--- src/rlbd_pkg.sv ---
// ----------------------------------------------------------------------------
// Run-length byte decoder package
// Shared widths, limits and the run and push types.
// ----------------------------------------------------------------------------
`default_nettype none

package rlbd_pkg;

  localparam int unsigned MaxPixels = 65536;
  localparam int unsigned CountW    = 17;
  localparam int unsigned FifoDepth = 4;
  localparam int unsigned FifoPtrW  = $clog2(FifoDepth);

  typedef struct packed {
    logic [7:0]        out_value;
    logic [CountW-1:0] run_length;
    logic              is_padding;
    logic              image_last;
  } run_t;

  typedef struct packed {
    logic [1:0] cnt;
    run_t       first;
    run_t       second;
  } push_t;

endpackage

`default_nettype wire

--- src/rlbd_src_if.sv ---
// ----------------------------------------------------------------------------
// Source byte channel
// Valid/ready channel carrying one compressed byte and its end flag.
// ----------------------------------------------------------------------------
`default_nettype none

interface rlbd_src_if;
  logic       valid;
  logic       ready;
  logic [7:0] source_byte;
  logic       source_end;

  modport source (output valid, output source_byte, output source_end, input ready);
  modport sink   (input valid, input source_byte, input source_end, output ready);
endinterface

`default_nettype wire

--- src/rlbd_run_if.sv ---
// ----------------------------------------------------------------------------
// Output run channel
// Valid/ready channel carrying one decoded run.
// ----------------------------------------------------------------------------
`default_nettype none

interface rlbd_run_if;
  logic        valid;
  logic        ready;
  logic [7:0]  out_value;
  logic [16:0] run_length;
  logic        is_padding;
  logic        image_last;

  modport source (output valid, output out_value, output run_length,
                  output is_padding, output image_last, input ready);
  modport sink   (input valid, input out_value, input run_length,
                  input is_padding, input image_last, output ready);
endinterface

`default_nettype wire

--- src/rlbd_decode.sv ---
// ----------------------------------------------------------------------------
// Run-length byte decoder core
// Control word parsing, run clipping and padding for one byte per step.
// ----------------------------------------------------------------------------
`default_nettype none

module rlbd_decode (
  input  logic                      clk_i,
  input  logic                      rst_ni,
  input  logic                      step_i,
  input  logic [7:0]                byte_i,
  input  logic                      end_i,
  input  logic [rlbd_pkg::CountW-1:0] limit_i,
  output rlbd_pkg::push_t           push_o
);
  import rlbd_pkg::*;

  typedef enum logic [1:0] {
    PhCtrlLo,
    PhCtrlHi,
    PhLiteral,
    PhRepeat
  } phase_e;

  phase_e            phase_q, phase_d;
  logic [7:0]        ctrl_q, ctrl_d;
  logic [15:0]       rem_q, rem_d;
  logic [CountW-1:0] prod_q, prod_d;

  logic [15:0]       word;
  logic              active;
  logic              main_v;
  logic [7:0]        main_val;
  logic [CountW-1:0] len_raw;
  logic [CountW-1:0] left;
  logic [CountW-1:0] main_len;
  logic [CountW-1:0] prod_mid;
  logic              pad_v;
  run_t              main_run;
  run_t              pad_run;

  assign word   = {byte_i, ctrl_q};
  assign active = prod_q < limit_i;

  always_comb begin
    phase_d  = phase_q;
    ctrl_d   = ctrl_q;
    rem_d    = rem_q;
    main_v   = 1'b0;
    main_val = '0;
    len_raw  = '0;
    if (step_i && active) begin
      unique case (phase_q)
        PhCtrlLo: begin
          ctrl_d  = byte_i;
          phase_d = PhCtrlHi;
        end
        PhCtrlHi: begin
          if (word[15]) begin
            rem_d   = 16'(17'h10000 - {1'b0, word});
            phase_d = PhRepeat;
            if (end_i) begin
              main_v  = 1'b1;
              len_raw = {1'b0, rem_d} + CountW'(1);
            end
          end else begin
            rem_d   = word + 16'd1;
            phase_d = PhLiteral;
          end
        end
        PhLiteral: begin
          main_v   = 1'b1;
          main_val = byte_i;
          len_raw  = CountW'(1);
          rem_d    = rem_q - 16'd1;
          if (rem_q == 16'd1) begin
            phase_d = PhCtrlLo;
          end
        end
        PhRepeat: begin
          main_v   = 1'b1;
          main_val = byte_i;
          len_raw  = {1'b0, rem_q} + CountW'(1);
          rem_d    = '0;
          phase_d  = PhCtrlLo;
        end
      endcase
    end

    left     = limit_i - prod_q;
    main_len = (len_raw > left) ? left : len_raw;
    prod_mid = main_v ? (prod_q + main_len) : prod_q;
    pad_v    = step_i && end_i && (prod_mid < limit_i);

    main_run.out_value  = main_val;
    main_run.run_length = main_len;
    main_run.is_padding = 1'b0;
    main_run.image_last = (prod_mid == limit_i);

    pad_run.out_value  = '0;
    pad_run.run_length = limit_i - prod_mid;
    pad_run.is_padding = 1'b1;
    pad_run.image_last = 1'b1;

    prod_d = prod_mid;
    if (step_i && end_i) begin
      phase_d = PhCtrlLo;
      ctrl_d  = '0;
      rem_d   = '0;
      prod_d  = '0;
    end

    push_o.cnt    = 2'({1'b0, main_v} + {1'b0, pad_v});
    push_o.first  = main_v ? main_run : pad_run;
    push_o.second = pad_run;
  end

  always_ff @(posedge clk_i or negedge rst_ni) begin
    if (!rst_ni) begin
      phase_q <= PhCtrlLo;
      ctrl_q  <= '0;
      rem_q   <= '0;
      prod_q  <= '0;
    end else begin
      phase_q <= phase_d;
      ctrl_q  <= ctrl_d;
      rem_q   <= rem_d;
      prod_q  <= prod_d;
    end
  end

endmodule

`default_nettype wire

--- src/rlbd_run_fifo.sv ---
// ----------------------------------------------------------------------------
// Run-length byte decoder result queue
// Four-entry queue: up to two runs in and, when ready_i, one out per cycle.
// ----------------------------------------------------------------------------
`default_nettype none

module rlbd_run_fifo (
  input  logic            clk_i,
  input  logic            rst_ni,
  input  rlbd_pkg::push_t push_i,
  output logic            room_o,
  output logic            valid_o,
  input  logic            ready_i,
  output rlbd_pkg::run_t  run_o
);
  import rlbd_pkg::*;

  localparam int unsigned CntW = $clog2(FifoDepth + 1);

  run_t                mem_q [FifoDepth];
  logic [FifoPtrW-1:0] wptr_q, rptr_q;
  logic [CntW-1:0]     cnt_q;
  logic                pop;
  logic [FifoPtrW-1:0] wptr_nx;

  assign valid_o = cnt_q != '0;
  assign run_o   = mem_q[rptr_q];
  assign room_o  = cnt_q <= CntW'(FifoDepth - 2);
  assign pop     = valid_o && ready_i;
  assign wptr_nx = wptr_q + FifoPtrW'(1);

  always_ff @(posedge clk_i) begin
    if (push_i.cnt != 2'd0) begin
      mem_q[wptr_q] <= push_i.first;
    end
    if (push_i.cnt == 2'd2) begin
      mem_q[wptr_nx] <= push_i.second;
    end
  end

  always_ff @(posedge clk_i or negedge rst_ni) begin
    if (!rst_ni) begin
      wptr_q <= '0;
      rptr_q <= '0;
      cnt_q  <= '0;
    end else begin
      wptr_q <= wptr_q + FifoPtrW'(push_i.cnt);
      if (pop) begin
        rptr_q <= rptr_q + FifoPtrW'(1);
      end
      cnt_q <= cnt_q + CntW'(push_i.cnt) - CntW'(pop);
    end
  end

endmodule

`default_nettype wire

--- src/run_length_byte_decoder.sv ---
// ----------------------------------------------------------------------------
// Run-length byte decoder
// Decodes a byte stream with 16-bit signed control words into value runs.
// ----------------------------------------------------------------------------
// Usage: feed one compressed byte per request on src_i, with source_end set
// on the last byte of an image. Decoded runs leave on run_o as value, length,
// padding flag and last flag; image_last marks the run completing the image.
// cfg_we_i/cfg_wdata_i set the pixel count; write it while the block is idle.
// Each byte is registered, then its runs are queued before reaching run_o.
// Throughput: one byte per cycle while the result queue has room; the last
// byte may push a run and a padding run, which the four-entry queue absorbs.
// src_i.ready falls only when the result queue has fewer than two free slots
// and a byte is already held in the input register; a stalled run_o fills the
// queue and then holds the input side.
// Reset clears the decode state, empties the queue and sets the pixel count
// to 65536.
// ----------------------------------------------------------------------------
`default_nettype none

module run_length_byte_decoder (
  input  logic                          clk_i,
  input  logic                          rst_ni,
  input  logic                          cfg_we_i,
  input  logic [rlbd_pkg::CountW-1:0]   cfg_wdata_i,
  rlbd_src_if.sink                      src_i,
  rlbd_run_if.source                    run_o
);
  import rlbd_pkg::*;

  logic              in_v_q;
  logic [7:0]        in_byte_q;
  logic              in_end_q;
  logic [CountW-1:0] limit_q;
  logic              room;
  logic              step;
  logic              take;
  push_t             push;
  run_t              run;

  assign step        = in_v_q && room;
  assign src_i.ready = !in_v_q || room;
  assign take        = src_i.valid && src_i.ready;

  always_ff @(posedge clk_i or negedge rst_ni) begin
    if (!rst_ni) begin
      in_v_q  <= 1'b0;
      limit_q <= CountW'(MaxPixels);
    end else begin
      if (take) begin
        in_v_q <= 1'b1;
      end else if (step) begin
        in_v_q <= 1'b0;
      end
      if (cfg_we_i) begin
        if (cfg_wdata_i == '0) begin
          limit_q <= CountW'(1);
        end else if (cfg_wdata_i > CountW'(MaxPixels)) begin
          limit_q <= CountW'(MaxPixels);
        end else begin
          limit_q <= cfg_wdata_i;
        end
      end
    end
  end

  always_ff @(posedge clk_i) begin
    if (take) begin
      in_byte_q <= src_i.source_byte;
      in_end_q  <= src_i.source_end;
    end
  end

  rlbd_decode u_decode (
    .clk_i   (clk_i),
    .rst_ni  (rst_ni),
    .step_i  (step),
    .byte_i  (in_byte_q),
    .end_i   (in_end_q),
    .limit_i (limit_q),
    .push_o  (push)
  );

  rlbd_run_fifo u_fifo (
    .clk_i   (clk_i),
    .rst_ni  (rst_ni),
    .push_i  (push),
    .room_o  (room),
    .valid_o (run_o.valid),
    .ready_i (run_o.ready),
    .run_o   (run)
  );

  assign run_o.out_value  = run.out_value;
  assign run_o.run_length = run.run_length;
  assign run_o.is_padding = run.is_padding;
  assign run_o.image_last = run.image_last;

endmodule

`default_nettype wire

--- src/flat_wrapper.sv ---
// flat-port wrapper written by rule: the top's interface ports become plain ports
module run_length_byte_decoder_flat import rlbd_pkg::*;
  (clk_i, rst_ni, cfg_we_i, cfg_wdata_i, src_i_valid, src_i_source_byte, src_i_source_end, src_i_ready, run_o_valid, run_o_out_value, run_o_run_length, run_o_is_padding, run_o_image_last, run_o_ready);
  rlbd_src_if src_i_i ();
  rlbd_run_if run_o_i ();
  input  logic clk_i;
  input  logic rst_ni;
  input  logic cfg_we_i;
  input  logic [rlbd_pkg::CountW-1:0] cfg_wdata_i;
  input wire logic [$bits(src_i_i.valid)-1:0] src_i_valid;
  input wire logic [$bits(src_i_i.source_byte)-1:0] src_i_source_byte;
  input wire logic [$bits(src_i_i.source_end)-1:0] src_i_source_end;
  output wire logic [$bits(src_i_i.ready)-1:0] src_i_ready;
  output wire logic [$bits(run_o_i.valid)-1:0] run_o_valid;
  output wire logic [$bits(run_o_i.out_value)-1:0] run_o_out_value;
  output wire logic [$bits(run_o_i.run_length)-1:0] run_o_run_length;
  output wire logic [$bits(run_o_i.is_padding)-1:0] run_o_is_padding;
  output wire logic [$bits(run_o_i.image_last)-1:0] run_o_image_last;
  input wire logic [$bits(run_o_i.ready)-1:0] run_o_ready;
  assign src_i_i.valid = src_i_valid;
  assign src_i_i.source_byte = src_i_source_byte;
  assign src_i_i.source_end = src_i_source_end;
  assign src_i_ready = src_i_i.ready;
  assign run_o_valid = run_o_i.valid;
  assign run_o_out_value = run_o_i.out_value;
  assign run_o_run_length = run_o_i.run_length;
  assign run_o_is_padding = run_o_i.is_padding;
  assign run_o_image_last = run_o_i.image_last;
  assign run_o_i.ready = run_o_ready;
  run_length_byte_decoder u_core (.clk_i(clk_i), .rst_ni(rst_ni), .cfg_we_i(cfg_we_i), .cfg_wdata_i(cfg_wdata_i), .src_i(src_i_i), .run_o(run_o_i));
endmodule
--- config.mk ---
export PLATFORM = sky130hd
export DESIGN_NAME = run_length_byte_decoder_flat
export DESIGN_NICKNAME = d
export VERILOG_FILES = /design/src/rlbd_pkg.sv /design/src/rlbd_src_if.sv /design/src/rlbd_run_if.sv /design/src/rlbd_decode.sv /design/src/rlbd_run_fifo.sv /design/src/run_length_byte_decoder.sv /design/src/flat_wrapper.sv
export SDC_FILE = /design/constraint.sdc
export NUM_CORES = 1
export LEC_CHECK = 0
export ABC_AREA = 0
export BUFFER_PORTS_ARGS = -buffer_cell sky130_fd_sc_hd__buf_2
export CAP_MARGIN = 0
export CORE_MARGIN = 4
export CORE_UTILIZATION = 30
export CTS_CLUSTER_DIAMETER = 200
export CTS_CLUSTER_SIZE = 24
export DETAILED_ROUTE_END_ITERATION = 7
export HOLD_SLACK_MARGIN = 0.12
export PLACE_DENSITY = 0.49
export SLEW_MARGIN = 20
export SYNTH_ARGS = -nofsm -noshare
export SYNTH_HDL_FRONTEND = slang
export SYNTH_SLANG_ARGS = --single-unit
--- constraint.sdc ---
create_clock -name clk_i -period 21.4 [get_ports clk_i]
set_input_delay 2.14 -clock clk_i [delete_from_list [all_inputs] [get_ports clk_i]]
set_output_delay 2.14 -clock clk_i [all_outputs]
set_load 0.01 [all_outputs]
==> metrics.cfg <==
[status]
status=complete, no violations

[route]
drt_wl_total_um=41760
vias_per_cell=5.399
firstDrtPassIters=5
vias=10940
drc=0
wl_per_cell_um=20.61
detail-route-antenna-nets=0
drt_iter0_drc=858

[placed_design]
hpwlAfterDp_um=31520
port_buffers=59
routabilityCongestion=0.9080

[cts]
post_cts_resized=0
cts_tree=built
clk_pin_slew_worst_paths_ps=70
cts-hold-fix-buffers=0
cts_setup_buffers=0
cts-root-buf=clkbuf_16
numClockSinks=185
htreeDepth=4
worstSkewPairLatency_ps=460
numCtsBuffers=17
clockBufferDepth=2

[timing]
max-slew-margin-rel_pct=32.36
timing_worst_slew_pin_value_ps=1002
rsz0062_at_grt=false
fin_setup_tns_ps=0
setup_viol=0
slew_viol_final=0
finClkSkew_ps=9.267
min_period_over_period_pct=53.20
finalCriticalPeriod_ps=11380
hold_viol=0
fmax_mhz=87.84

[synthesis]
syn_inst=1418
synth_warnings=0
async_flop_share_pct=36.76
ys_types=89
synth-seq-cells=185
synth_enable_flop_cells=77
ys_seq_area_share_pct=36.76
postSynthAreaPerCell_um2=9.239
synth_flop_cell=edfxtp_1
netlist_area_um2=13100
synth_fp_nets=1537

[power_and_ir_drop]
cellPowerDensity_nw_per_um2=106.9
leakage_nw=5.765
vdd_drop_max_v=0.00005958

[setup_path]
crit_path_end_kind=flop
cp.required_ps=21480
crit_fanout=28
worstSetupPathType=reg -> reg
crit_slowest_cell=or4b_1
worst_path_most_repeated_cell=ha_1
critPathMaxStageDelay_ps=710
arrival_ps=11470
critPathLaunchType=flop

[worst_hold_path]
hp-class=reg -> reg

[floorplan]
initial_core_util_pct=30.41
die-area_um2=47080
die_h_um=217.0
io_pins=60
die_width_um=217.0
rows=76
design.core.area_um2=43080

[flow_run]
maxCapViolations=0

[global_route]
overflow=0
track_usage_pct=17.51
antenna_found_initial=1
grt_pass1_wl_um=64120
grt_start_max_net_pins=69
grt_pass1_vias=10650

[layout]
mostFrequentLayoutCells=142 x nor2_1, 87 x a21oi_1, 86 x inv_1
area_growth_pct=10.51
final_core_util_pct=33.61
drive_gt1_share_pct=11.25
final_common_cell=nor2_1
layout.nets=1546

## worst max-delay path, delay by kind of cell, from the launching register on
kind                     cells  cell delay (ps)
buffers and inverters        5             1340
AND/OR/NAND/NOR             14             3910
XOR/XNOR                     1              140
adder cells (fa/ha/maj)      5             1580
AO/OA/AOI/OAI               15             3360
flip-flops                   1              660
## power breakdown
group          switching [W]  internal (W)  total, W
clock               0.000152      0.000173  0.000325
combinational       0.000430      0.000271  0.000701
sequential         0.0000910      0.000430  0.000521
total               0.000673      0.000874   0.00155
## through the flow
| stage | std cells | area (um2) | power, W | setup slack, ps | hold WS [ps] |
|---|---|---|---|---|---|
| floorplan | 1418 | 13100 | 0.001022 | 11740 | 435.4 |
| global placement | 1993 | 13890 | 0.001225 | 10380 | 446.3 |
| detailed placement | 1993 | 13890 | 0.001223 | 10220 | 459.1 |
| CTS | 2025 | 14470 | 0.001551 | 10120 | 474.9 |
| global route | 2025 | 14480 | 0.001644 | 9271 | 490.6 |
| finish | 2026 | 14480 | 0.001547 | 10020 | 470.9 |
## cells by family after synthesis
logic type      Yosys count  share of synthesized area [%]
mux                      42                          5.854
buf+inv                 166                          5.042
fa+ha+maj                89                          8.710
compound gates          424                          21.40
simple gates            421                          16.09
xor+xnor                 91                          6.141
flops                   185                          36.76
## layer usage
metal / vias to the layer above / global-route usage (%) / routed length [um]
met5: - / 0 / 0
met2: 318 / 27.33 / 18610
li1: 5267 / - / -
met1: 5310 / 25.48 / 20360
met3: 43 / 2.709 / 2106
met4: 0 / 4.410 / 676
## registers in the layout, indices dropped and copies added (netlist names)
signal and count:
u_core.u_decode.phase_q 2, u_core.u_fifo.cnt_q 3, u_core.u_fifo.wptr_q 2, u_core.in_byte_q 8, u_core.u_decode.prod_q 17, u_core.in_end_q 1
u_core.u_fifo.rptr_q 2, u_core.u_decode.ctrl_q 8, u_core.u_decode.rem_q 16, u_core.in_v_q 1, u_core.limit_q 17, u_core.u_fifo.mem_q 108
## Yosys cell counts (20+ instances only)
library cell  count  share of area [%]
o22ai_1          62                3.0
nand2_1          77                2.2
ha_1             84                8.0
edfxtp_1         77                 18
nor3_1           35                1.3
clkbuf_1         60                1.7
mux4_2           27                4.6
o21ai_0          82                3.1
xor2_1           32                2.1
inv_1            86                2.5
xnor2_1          58                3.9
nand3_1          23               0.88
a22o_1           35                2.3
dfxtp_1          40                6.1
o21a_1           20                1.1
nor2_1          142                4.1
a21oi_1          88                3.4
dfrtp_1          67                 13
nand4_1          21                1.0
## path summary, 6_finish.rpt
kind / startpoint / depth (start not counted) / slack, ps / endpoint
min in group asynchronous: rst_ni / 1 / 1800 / u_core.u_decode.rem_q[2]
hold / removal: u_core.u_fifo.mem_q[0][1] / 1 / 470 / u_core.u_fifo.mem_q[0][1]
setup reg to reg: u_core.u_decode.ctrl_q[0] / 40 / 10020 / u_core.u_fifo.mem_q[1][4]
hold reg to reg: u_core.u_fifo.mem_q[0][1] / 1 / 470 / u_core.u_fifo.mem_q[0][1]
setup / recovery: u_core.u_decode.ctrl_q[0] / 40 / 10020 / u_core.u_fifo.mem_q[1][4]
max in group asynchronous: rst_ni / 1 / 18930 / u_core.u_fifo.rptr_q[1]
## cell type report
class / instances / area, um2
sequential: 185 / 4816
inverter: 87 / 326.6
timing repair buffer: 69 / 372.9
multi-input combinational: 1067 / 7645
tap: 585 / 732.0
clock inverter: 11 / 112.6
fill: 4409 / 28600
clock buffer: 21 / 471.7
antenna: 1 / 2.502
Note: power is estimated with default switching activity, not from simulation.
